## src/hdl/horizontal_area_downscale_unit_defines.svh

```systemverilog
// Assertion shorthands used by the downscaler sequencer RTL.
// Each macro expects i_clk and i_rst_n in the module that uses it.
`ifndef HORIZONTAL_AREA_DOWNSCALE_UNIT_DEFINES_SVH
`define HORIZONTAL_AREA_DOWNSCALE_UNIT_DEFINES_SVH

// Same-cycle implication, checked out of reset.
`define HAD_ASSERT_IMPL(lbl, ant, cons) \
    lbl: assert property (@(posedge i_clk) disable iff (!i_rst_n) (ant) |-> (cons)) \
        else $error("downscaler check failed");

// Next-cycle implication, checked out of reset.
`define HAD_ASSERT_NEXT(lbl, ant, cons) \
    lbl: assert property (@(posedge i_clk) disable iff (!i_rst_n) (ant) |=> (cons)) \
        else $error("downscaler check failed");

`endif

```

## src/hdl/had_pkg.sv

```systemverilog
`default_nettype none

package had_pkg;

    localparam int MAX_WIDTH  = 4096;
    localparam int SRC_W      = 13;
    localparam int TGT_W      = 12;
    localparam int SUM_W      = 21;
    localparam int WTOT_W     = 26;
    localparam int NUM_W      = 33;
    localparam int NUM_CH     = 3;
    localparam int QUO_STEPS  = 8;
    localparam int INIT_STEPS = SRC_W;

    // Register indexes of the configuration port.
    localparam logic [1:0] CFG_SRC = 2'd0;
    localparam logic [1:0] CFG_TGT = 2'd1;

    typedef struct packed {
        logic [7:0] in_blue;
        logic [7:0] in_green;
        logic [7:0] in_red;
    } t_pix_in;

    typedef struct packed {
        logic [7:0] out_blue;
        logic [7:0] out_green;
        logic [7:0] out_red;
        logic       line_done;
    } t_pix_out;

    typedef struct packed {
        logic init_load;
        logic init_step;
        logic restart;
        logic accept;
        logic mul1;
        logic div1_step;
        logic mul2;
        logic sat;
        logic div2_step;
        logic out_load;
    } t_dp_cmd;

    typedef struct packed {
        logic boundary;
        logic out_free;
    } t_dp_sts;

endpackage

`default_nettype wire

```

## src/hdl/horizontal_area_downscale_unit.sv

```systemverilog
`default_nettype none

// Horizontal area-averaging downscaler for BGR scan lines. Pixels enter one
// item at a time and each line of source_width pixels is narrowed to
// target_width-1 output items, the last flagged by line_done. A pixel that
// lies wholly inside one output pixel is accepted without leaving the idle state. A
// pixel that straddles an output boundary holds input ready low while two 8-step
// restoring dividers per channel run (the split of the pixel, then the channel
// average), each after a multiply step, with a saturation check before the
// second, and while the block waits for the output register to free up. After
// reset and after each write to source_width or target_width the block holds
// input ready low while it divides source_width by target_width one bit a cycle
// to set up the boundary stepping. Writes to other register indexes are ignored.
// Widths out of range are clamped. Output channels saturate at 255.
module horizontal_area_downscale_unit import had_pkg::*; (
    input  wire logic             i_clk,
    input  wire logic             i_rst_n,
    input  wire logic             i_cfg_we,
    input  wire logic [1:0]       i_cfg_idx,
    input  wire logic [SRC_W-1:0] i_cfg_data,
    input  wire logic             i_in_valid,
    output logic                  o_in_ready,
    input  wire t_pix_in          i_in_data,
    output logic                  o_out_valid,
    input  wire logic             i_out_ready,
    output t_pix_out              o_out_data
);

    t_dp_cmd cmd;
    t_dp_sts sts;

    // Sequencer: geometry setup, per-pixel accept and the boundary pipeline.
    had_ctrl u_ctrl (
        .i_clk     (i_clk),
        .i_rst_n   (i_rst_n),
        .i_cfg_we  (i_cfg_we),
        .i_cfg_idx (i_cfg_idx),
        .i_valid   (i_in_valid),
        .o_ready   (o_in_ready),
        .i_sts     (sts),
        .o_cmd     (cmd)
    );

    // Registers, accumulators, dividers and the output register.
    had_dp u_dp (
        .i_clk       (i_clk),
        .i_rst_n     (i_rst_n),
        .i_cfg_we    (i_cfg_we),
        .i_cfg_idx   (i_cfg_idx),
        .i_cfg_data  (i_cfg_data),
        .i_pix       (i_in_data),
        .i_cmd       (cmd),
        .o_sts       (sts),
        .o_pix       (o_out_data),
        .o_valid     (o_out_valid),
        .i_out_ready (i_out_ready)
    );

endmodule

`default_nettype wire

```

## src/hdl/had_dp.sv

```systemverilog
`default_nettype none

module had_dp import had_pkg::*; (
    input  wire logic              i_clk,
    input  wire logic              i_rst_n,
    input  wire logic              i_cfg_we,
    input  wire logic [1:0]        i_cfg_idx,
    input  wire logic [SRC_W-1:0]  i_cfg_data,
    input  wire t_pix_in           i_pix,
    input  wire t_dp_cmd           i_cmd,
    output t_dp_sts                o_sts,
    output t_pix_out               o_pix,
    output logic                   o_valid,
    input  wire logic              i_out_ready
);

    logic [SRC_W-1:0]  r_src;
    logic [TGT_W-1:0]  r_tgt;
    logic [SRC_W-1:0]  s_eff;
    logic [TGT_W-1:0]  t_eff;
    logic [TGT_W-1:0]  t_one;
    logic [SRC_W-1:0]  s_less;

    // Line geometry divider: source width over target width, one bit a cycle.
    logic [SRC_W-1:0]  r_iq;
    logic [SRC_W-1:0]  r_ir;
    logic [SRC_W-1:0]  init_trial;
    logic              init_ge;

    // Line state.
    logic [SRC_W-1:0]  r_pos;
    logic [SRC_W-1:0]  r_bnd;
    logic [SRC_W-1:0]  r_split;
    logic [TGT_W-1:0]  r_srem;
    logic [SUM_W-1:0]  r_sum  [NUM_CH];
    logic [WTOT_W-1:0] r_wtot;

    // Boundary pixel pipeline.
    logic [7:0]        r_pix  [NUM_CH];
    logic [TGT_W-1:0]  r_wt;
    logic [WTOT_W-1:0] r_n;
    logic              r_last;
    logic [TGT_W-1:0]  r_rem1 [NUM_CH];
    logic [7:0]        r_low1 [NUM_CH];
    logic [7:0]        r_q1   [NUM_CH];
    logic [NUM_W-1:0]  r_num  [NUM_CH];
    logic [WTOT_W-1:0] r_rem2 [NUM_CH];
    logic [7:0]        r_low2 [NUM_CH];
    logic [7:0]        r_q2   [NUM_CH];
    logic              r_sat  [NUM_CH];
    t_pix_out          r_out;
    logic              r_out_valid;

    logic [7:0]        pix_in [NUM_CH];
    logic              active;
    logic              at_end;
    logic [SRC_W-1:0]  srem_sum;
    logic              srem_carry;
    logic [TGT_W-1:0]  srem_next;
    logic [7:0]        res    [NUM_CH];

    assign pix_in[0] = i_pix.in_blue;
    assign pix_in[1] = i_pix.in_green;
    assign pix_in[2] = i_pix.in_red;

    always_comb begin
        if (r_src < SRC_W'(2)) begin
            s_eff = SRC_W'(2);
        end else if (r_src > SRC_W'(MAX_WIDTH)) begin
            s_eff = SRC_W'(MAX_WIDTH);
        end else begin
            s_eff = r_src;
        end
        s_less = s_eff - SRC_W'(1);
        t_one  = (r_tgt == '0) ? TGT_W'(1) : r_tgt;
        t_eff  = ({1'b0, t_one} > s_less) ? s_less[TGT_W-1:0] : t_one;
    end

    assign init_trial = {r_ir[TGT_W-1:0], r_iq[SRC_W-1]};
    assign init_ge    = init_trial >= {1'b0, t_eff};

    assign active     = r_bnd < {1'b0, t_eff};
    assign at_end     = (r_pos + SRC_W'(1)) >= s_eff;
    assign srem_sum   = {1'b0, r_srem} + {1'b0, r_ir[TGT_W-1:0]};
    assign srem_carry = srem_sum >= {1'b0, t_eff};
    assign srem_next  = srem_carry ? TGT_W'(srem_sum - {1'b0, t_eff})
                                   : srem_sum[TGT_W-1:0];

    assign o_sts.boundary = active && (r_pos >= r_split);
    assign o_sts.out_free = !r_out_valid || i_out_ready;

    always_ff @(posedge i_clk) begin
        if (!i_rst_n) begin
            r_src <= SRC_W'(2);
            r_tgt <= TGT_W'(1);
        end else if (i_cfg_we) begin
            if (i_cfg_idx == CFG_SRC) begin
                r_src <= i_cfg_data;
            end else if (i_cfg_idx == CFG_TGT) begin
                r_tgt <= i_cfg_data[TGT_W-1:0];
            end
        end
    end

    always_ff @(posedge i_clk) begin
        if (i_cmd.init_load) begin
            r_iq <= s_eff;
            r_ir <= '0;
        end else if (i_cmd.init_step) begin
            r_iq <= {r_iq[SRC_W-2:0], init_ge};
            r_ir <= init_ge ? (init_trial - {1'b0, t_eff}) : init_trial;
        end
    end

    always_ff @(posedge i_clk) begin
        if (i_cmd.restart || (i_cmd.accept && at_end)) begin
            r_pos   <= '0;
            r_bnd   <= SRC_W'(1);
            r_split <= r_iq;
            r_srem  <= r_ir[TGT_W-1:0];
            r_wtot  <= '0;
            for (int c = 0; c < NUM_CH; c++) begin
                r_sum[c] <= '0;
            end
        end else if (i_cmd.accept) begin
            r_pos <= r_pos + SRC_W'(1);
            if (o_sts.boundary) begin
                r_wtot  <= WTOT_W'(t_eff - r_srem);
                r_bnd   <= r_bnd + SRC_W'(1);
                r_split <= r_split + r_iq + SRC_W'(srem_carry);
                r_srem  <= srem_next;
            end else if (active) begin
                r_wtot <= r_wtot + WTOT_W'(t_eff);
                for (int c = 0; c < NUM_CH; c++) begin
                    r_sum[c] <= r_sum[c] + SUM_W'(pix_in[c]);
                end
            end
        end else if (i_cmd.mul2) begin
            // The right part of the split pixel opens the next sum.
            for (int c = 0; c < NUM_CH; c++) begin
                r_sum[c] <= SUM_W'(r_pix[c] - r_q1[c]);
            end
        end
    end

    always_ff @(posedge i_clk) begin
        if (i_cmd.accept) begin
            for (int c = 0; c < NUM_CH; c++) begin
                r_pix[c] <= pix_in[c];
            end
            r_wt   <= r_srem;
            r_n    <= r_wtot + WTOT_W'(r_srem);
            r_last <= (r_bnd + SRC_W'(1)) >= {1'b0, t_eff};
        end
        for (int c = 0; c < NUM_CH; c++) begin
            logic [19:0]       prod;
            logic [TGT_W:0]    t1;
            logic              ge1;
            logic [WTOT_W:0]   t2;
            logic              ge2;
            prod = 20'(r_wt * r_pix[c]);
            t1   = {r_rem1[c], r_low1[c][7]};
            ge1  = t1 >= {1'b0, t_eff};
            t2   = {r_rem2[c], r_low2[c][7]};
            ge2  = t2 >= {1'b0, r_n};
            if (i_cmd.mul1) begin
                r_rem1[c] <= prod[19:8];
                r_low1[c] <= prod[7:0];
            end else if (i_cmd.div1_step) begin
                r_rem1[c] <= ge1 ? TGT_W'(t1 - {1'b0, t_eff}) : t1[TGT_W-1:0];
                r_low1[c] <= {r_low1[c][6:0], 1'b0};
                r_q1[c]   <= {r_q1[c][6:0], ge1};
            end
            if (i_cmd.mul2) begin
                r_num[c] <= NUM_W'(t_eff * (r_sum[c] + SUM_W'(r_q1[c])));
            end
            if (i_cmd.sat) begin
                r_sat[c]  <= {1'b0, r_num[c]} >= {r_n, 8'd0};
                r_rem2[c] <= {1'b0, r_num[c][NUM_W-1:8]};
                r_low2[c] <= r_num[c][7:0];
            end else if (i_cmd.div2_step) begin
                r_rem2[c] <= ge2 ? WTOT_W'(t2 - {1'b0, r_n}) : t2[WTOT_W-1:0];
                r_low2[c] <= {r_low2[c][6:0], 1'b0};
                r_q2[c]   <= {r_q2[c][6:0], ge2};
            end
        end
    end

    always_comb begin
        for (int c = 0; c < NUM_CH; c++) begin
            if (r_n == '0) begin
                res[c] = '0;
            end else if (r_sat[c]) begin
                res[c] = 8'hFF;
            end else begin
                res[c] = r_q2[c];
            end
        end
    end

    always_ff @(posedge i_clk) begin
        if (!i_rst_n) begin
            r_out_valid <= 1'b0;
        end else if (i_cmd.out_load) begin
            r_out_valid <= 1'b1;
        end else if (i_out_ready) begin
            r_out_valid <= 1'b0;
        end
    end

    always_ff @(posedge i_clk) begin
        if (i_cmd.out_load) begin
            r_out.out_blue  <= res[0];
            r_out.out_green <= res[1];
            r_out.out_red   <= res[2];
            r_out.line_done <= r_last;
        end
    end

    assign o_pix   = r_out;
    assign o_valid = r_out_valid;

endmodule

`default_nettype wire

```

## src/hdl/had_ctrl.sv

```systemverilog
`default_nettype none
`include "horizontal_area_downscale_unit_defines.svh"

module had_ctrl import had_pkg::*; (
    input  wire logic       i_clk,
    input  wire logic       i_rst_n,
    input  wire logic       i_cfg_we,
    input  wire logic [1:0] i_cfg_idx,
    input  wire logic       i_valid,
    output logic            o_ready,
    input  wire t_dp_sts    i_sts,
    output t_dp_cmd         o_cmd
);

    localparam logic [3:0] S_LOAD    = 4'd0;
    localparam logic [3:0] S_INIT    = 4'd1;
    localparam logic [3:0] S_RESTART = 4'd2;
    localparam logic [3:0] S_IDLE    = 4'd3;
    localparam logic [3:0] S_MUL1    = 4'd4;
    localparam logic [3:0] S_DIV1    = 4'd5;
    localparam logic [3:0] S_MUL2    = 4'd6;
    localparam logic [3:0] S_SAT     = 4'd7;
    localparam logic [3:0] S_DIV2    = 4'd8;
    localparam logic [3:0] S_OUT     = 4'd9;

    logic [3:0] r_state;
    logic [3:0] n_state;
    logic [3:0] r_cnt;
    logic [3:0] n_cnt;
    logic       cfg_hit;

    // Only a write to one of the listed registers touches the line state.
    assign cfg_hit = i_cfg_we && (i_cfg_idx inside {CFG_SRC, CFG_TGT});

    always_comb begin
        n_state = r_state;
        n_cnt   = r_cnt;
        o_cmd   = '0;
        o_ready = 1'b0;
        case (r_state)
            S_LOAD: begin
                o_cmd.init_load = 1'b1;
                n_cnt   = '0;
                n_state = S_INIT;
            end
            S_INIT: begin
                o_cmd.init_step = 1'b1;
                n_cnt = r_cnt + 4'd1;
                if (r_cnt == 4'(INIT_STEPS - 1)) begin
                    n_state = S_RESTART;
                end
            end
            S_RESTART: begin
                o_cmd.restart = 1'b1;
                n_state = S_IDLE;
            end
            S_IDLE: begin
                o_ready = 1'b1;
                if (i_valid) begin
                    o_cmd.accept = 1'b1;
                    if (i_sts.boundary) begin
                        n_state = S_MUL1;
                    end
                end
            end
            S_MUL1: begin
                o_cmd.mul1 = 1'b1;
                n_cnt   = '0;
                n_state = S_DIV1;
            end
            S_DIV1: begin
                o_cmd.div1_step = 1'b1;
                n_cnt = r_cnt + 4'd1;
                if (r_cnt == 4'(QUO_STEPS - 1)) begin
                    n_state = S_MUL2;
                end
            end
            S_MUL2: begin
                o_cmd.mul2 = 1'b1;
                n_state = S_SAT;
            end
            S_SAT: begin
                o_cmd.sat = 1'b1;
                n_cnt   = '0;
                n_state = S_DIV2;
            end
            S_DIV2: begin
                o_cmd.div2_step = 1'b1;
                n_cnt = r_cnt + 4'd1;
                if (r_cnt == 4'(QUO_STEPS - 1)) begin
                    n_state = S_OUT;
                end
            end
            S_OUT: begin
                if (i_sts.out_free) begin
                    o_cmd.out_load = 1'b1;
                    n_state = S_IDLE;
                end
            end
            default: begin
                n_state = S_LOAD;
            end
        endcase
        // A write to either width register recomputes the line geometry from scratch.
        if (cfg_hit) begin
            n_state = S_LOAD;
        end
    end

    always_ff @(posedge i_clk) begin
        if (!i_rst_n) begin
            r_state <= S_LOAD;
            r_cnt   <= '0;
        end else begin
            r_state <= n_state;
            r_cnt   <= n_cnt;
        end
    end

    `HAD_ASSERT_NEXT(a_cfg_reload, cfg_hit, r_state == S_LOAD)
    `HAD_ASSERT_IMPL(a_out_slot, o_cmd.out_load, i_sts.out_free)
    `HAD_ASSERT_IMPL(a_div_cnt, r_state == S_DIV1 || r_state == S_DIV2, r_cnt < 4'(QUO_STEPS))
    `HAD_ASSERT_NEXT(a_bnd_start, o_cmd.accept && i_sts.boundary && !cfg_hit, r_state == S_MUL1)

endmodule

`default_nettype wire
```

## config.mk

```make
export PLATFORM = sky130hd
export DESIGN_NAME = horizontal_area_downscale_unit
export DESIGN_NICKNAME = d
export VERILOG_FILES = /design/src/hdl/had_pkg.sv /design/src/hdl/horizontal_area_downscale_unit.sv /design/src/hdl/had_dp.sv /design/src/hdl/had_ctrl.sv
export VERILOG_INCLUDE_DIRS = /design/src /design/src/hdl
export SDC_FILE = /design/constraint.sdc
export NUM_CORES = 2
export LEC_CHECK = 0
export BUFFER_PORTS_ARGS = -buffer_cell sky130_fd_sc_hd__buf_2
export CAP_MARGIN = 30
export CORE_MARGIN = 2
export CORE_UTILIZATION = 66
export DETAILED_ROUTE_END_ITERATION = 8
export PLACE_DENSITY = 0.83
export SLEW_MARGIN = 15
export SYNTH_ARGS = -nofsm -noshare
export SYNTH_HDL_FRONTEND = slang
export SYNTH_HIERARCHICAL = 1
export SYNTH_SLANG_ARGS = --single-unit
```

## constraint.sdc

```tcl
create_clock -name i_clk -period 10.5 [get_ports i_clk]
set_input_delay 2.625 -clock i_clk [delete_from_list [all_inputs] [get_ports i_clk]]
set_output_delay 2.625 -clock i_clk [all_outputs]
set_load 0.005 [all_outputs]
```

=== After elaboration in Yosys (flattened, before gate mapping) ===
Memories as Yosys holds them, arrays and structs flattened.
Index checks and enable logic that the tools add are counted.

* Register bits: 200
* Memory bits (writable): 399
* Logic and storage cells: 234
* Bits in latches: 0
* Output and inout port bits: 27
* Bits of input ports: 44
* Memories kept: 10
* Bits in read-only memories: 0

* Bitwise logic cells: 20
* Add/subtract/negate cells: 27
* Equal/unequal tests: 18
* Reductions and logical operators: 26
* Multiplexer cells: 90
* Shift operators: 0
* $lt $le $gt $ge: 18
* Div/mod/pow operators: 0
* Multiply operators: 6

{| class="wikitable"
|+ Memories
! name !! depth !! width !! rd ports !! clocked after Yosys merged registers in !! write ports !! line !! source
|-
| u_dp.r_num || 3 || 33 || 3 || 0 || 3 || had_dp.sv:46 || <nowiki>logic [NUM_W-1:0] r_num [NUM_CH];</nowiki>
|-
| u_dp.r_rem2 || 3 || 26 || 3 || 0 || 3 || had_dp.sv:47 || <nowiki>logic [WTOT_W-1:0] r_rem2 [NUM_CH];</nowiki>
|-
| u_dp.r_sum || 3 || 21 || 3 || 0 || 3 || had_dp.sv:35 || <nowiki>logic [SUM_W-1:0] r_sum [NUM_CH];</nowiki>
|-
| u_dp.r_rem1 || 3 || 12 || 3 || 0 || 3 || had_dp.sv:43 || <nowiki>logic [TGT_W-1:0] r_rem1 [NUM_CH];</nowiki>
|-
| u_dp.r_low1 || 3 || 8 || 3 || 0 || 3 || had_dp.sv:44 || <nowiki>logic [7:0] r_low1 [NUM_CH];</nowiki>
|-
| u_dp.r_low2 || 3 || 8 || 3 || 0 || 3 || had_dp.sv:48 || <nowiki>logic [7:0] r_low2 [NUM_CH];</nowiki>
|-
| +4 memories || n/a || n/a || n/a || n/a || n/a || n/a ||
|}

{| class="wikitable"
|+ Operators by type and width
! operator !! number
|-
| 2-to-1 mux 26 bit || 8
|-
| 2-to-1 mux 12 bit || 13
|-
| 2-to-1 mux 21 bit || 6
|-
| greater-or-equal comparator 33 x 34 -> 1 bit || 3
|-
| multiplier 12 x 33 -> 33 bit || 3
|-
| 2-to-1 mux 13 bit || 7
|-
| greater-or-equal comparator 27 x 26 -> 1 bit || 3
|-
| greater-or-equal comparator 13 x 12 -> 1 bit || 6
|-
| subtractor 26 bit || 3
|-
| 2-to-1 mux 8 bit || 9
|-
| adder 21 x 8 -> 22 bit || 3
|-
| adder 21 x 8 -> 21 bit || 3
|-
| multiplier 12 x 8 -> 20 bit || 3
|-
| subtractor 12 bit || 5
|-
| adder 26 x 12 -> 26 bit || 2
|-
| case mux 4 bit (10 select lines) || 1
|-
| 2-to-1 mux 1 bit || 39
|-
| subtractor 8 x 8 -> 9 bit || 3
|-
| adder 13 x 1 -> 13 bit, second input constant || 2
|-
| greater-or-equal comparator 13 bit || 2
|-
| zero test 26 bit || 1
|-
| 2-to-1 mux 4 bit || 6
|-
| equality test 4 x 3 -> 1 bit, second input constant || 5
|-
| OR 1 bit || 18
|-
| 30 further kinds || 51
|}

=== Logic depth before layout (Yosys ltp) ===
* Depth after elaboration: 14
* Depth in mapped cells: 42

=== By module ===
The synthesis kept the hierarchy.

{| class="wikitable"
|+ Modules (own cells, without submodules)
! module !! area each (sq um) !! cells each !! seq. area each (sq um) !! times used
|-
| had_dp || 73006.3 || 8007 || 16826.1 || 1
|-
| had_ctrl || 645.6 || 85 || 160.2 || 1
|}

=== Least setup slack after synthesis ===
No wires, ideal clock.

* Kind: reg2reg
* Start: register u_dp.r_src[6]
* End: memory u_dp.r_num[1][26] (netlist: u_dp/r_num[0][59]), data pin
* Buffers on the path: 4
* Setup slack: 892 ps
* Arrival: 9349 ps
* Required time: 10240 ps
* Cell stages (with the launch flop): 40
* Path through: dfxtp_1 > clkbuf_2 > or4_4 > nor2_1 > nand2_1 > o21ai_1 > ha_1 > o21ai_0 > or4_1 > o211ai_1 > inv_1 > ha_1 > nand3_1 > nor3_1 > a221oi_1 > a2111oi_4 > buf_2 > nor2_1 > [... 4 more ...] > fa_1 > inv_1 > fa_1 > fa_1 > fa_1 > inv_1 > fa_1 > inv_1 > ha_1 > a21o_1 > a21o_1 > a2111oi_0 > o211ai_1 > and2_1 > a311o_1 > a31o_2 > a21oi_1 > xnor2_1

{| class="wikitable"
|+ RTL lines
! element !! line !! source
|-
| start, declared || had_dp.sv:17 || <nowiki>logic [SRC_W-1:0] r_src;</nowiki>
|-
| start signal, assigned || had_dp.sv:98 || <nowiki>r_src <= i_cfg_data;</nowiki>
|-
| end, declared || had_dp.sv:46 ||
|}

==> results.md <==
- Status: finished, final reports clean
- Avg Vias per Cell: 6.21
- Syn Nets: 9,674
- Synth Area in Compound Gates: 0.115
- Overall Global Routing Usage: 0.355
- Max_slew headroom: 0.231
- RSZ-0062 raised after global routing: no
- Post-Synthesis Cells: 8,092
- Clock Sink Count: 599
- Slowest cell on the critical path: or4_1
- Share of flip-flops with an asynchronous set or reset: 0
- Synth top area share: 0.217
- Drc violations: 0
- PD cells: 113 nW/µm²
- Crit path capture type: flop
- Gr ovfl total: 0
- Mux cell area share after synthesis: 0.0159
- WL/cell: 20.7 µm
- Worst Hold Launch: u_dp/r_last
- FF+latch count, synth: 599
- Pin count of the biggest net entering global routing: 77
- Sequential-to-total area share from yosys stat: 0.231
- Largest family of logic cells by synthesized area: adder cells
- Commonest non-fill, non-tap cell in the layout: nand2_1
- Worst VDD drop: 0.000132 V
- Area grow syn2layout: 6.66%
- Fin Setup TNS: 0 ns
- Req. time, crit path: 11.02 ns
- Die Footprint: 114,000 µm²
- Largest area contributor in the netlist: fa_1
- Setup Viol. Count Final: 0
- Fin. max-slew vios: 0
- Most common cell on crit path: inv_1
- Minimum clock period after layout: 9.98 ns
- Reg2reg start: u_dp/r_src[3]
- Critical path class: flop to flop
- Cell family with most CP delay: adder cells
- Hold endpoint: u_dp/o_pix[0]
- Vias in the first global route: 62,600
- Detailed Route WL: 199 mm
- Reg2reg setup slack: 0.52 ns
- Initial antenna violation count: 8
- Total Power: 8.85 mW
- Core area: 111,000 µm²
- Post-synth EDFFs: 499
- Vias: 59,700
- Longest Clk Path Bufs: 3
- Hold Crit Depth: 0
- Final Skew: 0.0307 ns
- Antenna viol nets, final: 0
- Clk_lat worst skew: 0.68 ns
- H-tree Lvls: 3
- Synth warnings: 6
- # rows: 122
- Io pins: 71
- Layout cell share with drive strength beyond 1: 0.0544
- Fmax: 100 MHz
- Most frequent cells in the layout: nand2_1, inv_1, fa_1
- CTS root buf: clkbuf_16
- CP Depth: 38
- Syn_area_per_cell: 9.10 µm²
- Top FF cell, synth: edfxtp_1
- FF-to-FF End: u_dp/r_num[0][64]
- Crit-path max FO: 28
- Library cells used by synthesis: 104
- Pleak: 36.5 nW
- Critical Path Start Type: flop
- Starting Density: 0.666
- Worst stage delay on the critical path: 0.61 ns
- Number of cells on the worst reg-to-reg path: 38
- Simple-gate area share of the yosys netlist: 0.161
- CTS tree: done
- Worst Path Buf+Inv: 9
- Worst setup path start: u_dp/r_src[3]
- RD Place Congestion: 0.943
- Maxcap violations: 0
- Area contributors post-synth: fa_1, edfxtp_1, ha_1, nand2_1, inv_1
- Post-Syn Area: 73,700 µm²
- Synthesized-area fraction occupied by adder cells: 0.343
- CP arrival: 10.50 ns
- I/O Buffers: 70
- Synth Area in XOR/XNOR: 0.0565
- Period utilization: 0.951
- Router iterations before antenna repair: 9
- First-pass GRT wire length: 320 mm
- Hold WC Path Type: flop to flop
- HPWL after detailed placement: 149 mm
- Die Y: 338 µm
- CTS buffer count: 72
- Worst Tran Pin Value: 1.15 ns
- Final hold vios: 0
- Fin nets: 9,649
- First DRT Iteration DRCs: 5,710
- Die width: 338 µm
- Worst-path clk slew: 0.06 ns
[worst max-delay path by stage]
stage | endpoint | slack (ns)
final | u_dp/r_num[0][64] | 0.52
after CTS | u_dp/r_num[0][98] | 0.11
after detailed placement | u_dp/r_num[0][98] | 0.18
after global placement | u_dp/r_num[0][98] | 0.49
after global routing | u_dp/r_num[0][59] | 0.07
after floorplan | u_dp/r_num[0][59] | 0.89
[sequential cells by signal, indices dropped and copies added (netlist names), 24 cells and up]
register and count:
u_dp/r_rem1 36, u_dp/r_num 99, u_dp/r_wtot 26, u_dp/r_n 26
u_dp/r_q2 24, u_dp/r_low2 24, u_dp/r_rem2 78, u_dp/r_sum 63
u_dp/r_low1 24, u_dp/o_pix 25, u_dp/r_q1 24, u_dp/r_pix 24
[cell usage after synthesis, types with 9 or more instances]
library cell  count
o22ai_1          34
mux2i_1         103
o211ai_1         41
a31oi_1          45
inv_1          1155
buf_4             9
a22o_1           13
nand2_1        1172
o41ai_1          11
o21ai_0         315
a211oi_1         43
edfxtp_1        499
nor3_1          119
nor2_1          421
o21a_1           76
nand2b_1         67
and3_1           47
buf_2            64
nor2b_1          73
o31ai_1          20
buf_1            15
nor3b_1          10
nor4_1           37
nand4_1          56
ha_1            738
a21boi_0         33
a31o_2            9
a21oi_1         332
nand3b_1         13
a2111oi_0        10
a211o_1          15
o2111ai_1         9
o21bai_1         46
a21o_1          152
clkbuf_1        234
xor2_1          182
and2_1          303
fa_1            800
o311ai_0         13
nand3_1         145
or2_2            25
dfxtp_1         100
xnor2_1         293
or3_1            33
[kinds of logic after synthesis]
| family | Yosys count |
|---|---|
| compound gates | 1315 |
| buf+inv | 1488 |
| xor+xnor | 475 |
| flops | 599 |
| mux | 114 |
| fa+ha+maj | 1538 |
| simple gates | 2563 |
[per-stage QoR]
stage	cells	hold WS, ns	setup WS (ns)	area, µm²	utilization
after floorplan	8092	0.400	0.892	73700	-
after global placement	9444	0.405	0.486	75700	0.684
after detailed placement	9462	0.414	0.177	75900	0.686
after CTS	9594	0.435	0.107	78300	0.708
after global routing	9613	0.441	0.0682	78500	0.710
final	9616	0.441	0.518	78600	0.710
[power by group]
part,internal [mW],switching [mW]
Clock,1.54,1.12
Combinational,1.39,2.10
Sequential,2.68,0.0258
[metal layers]
| layer | up-vias | routed length (µm) | track usage |
|---|---|---|---|
| met5 | - | 45 | 0 |
| met2 | 2969 | 94400 | 0.595 |
| met1 | 29200 | 73200 | 0.421 |
| met3 | 814 | 18900 | 0.0791 |
| met4 | 6 | 12700 | 0.206 |
| li1 | 26800 | - | - |
[what timing repair did]
item / CTS / global route
setup buffers: 0 / 10
resized for setup: 0 / 15
endpoints found under the setup margin: 0 / 35
hold buffers: 0 / 0
[area by class of cell]
type                            instances  area (µm²)
Antenna cell                            3        7.51
Clock buffer                           86        1920
Clock inverter                         46         532
Fill cell                            7993       32100
Inverter                             1162        4370
Multi-Input combinational cell       6006       51200
Sequential cell                       599       17000
Tap cell                             1488        1860
Timing Repair Buffer                  226        1710
No activity file was read; power rests on OpenSTA's default activity.
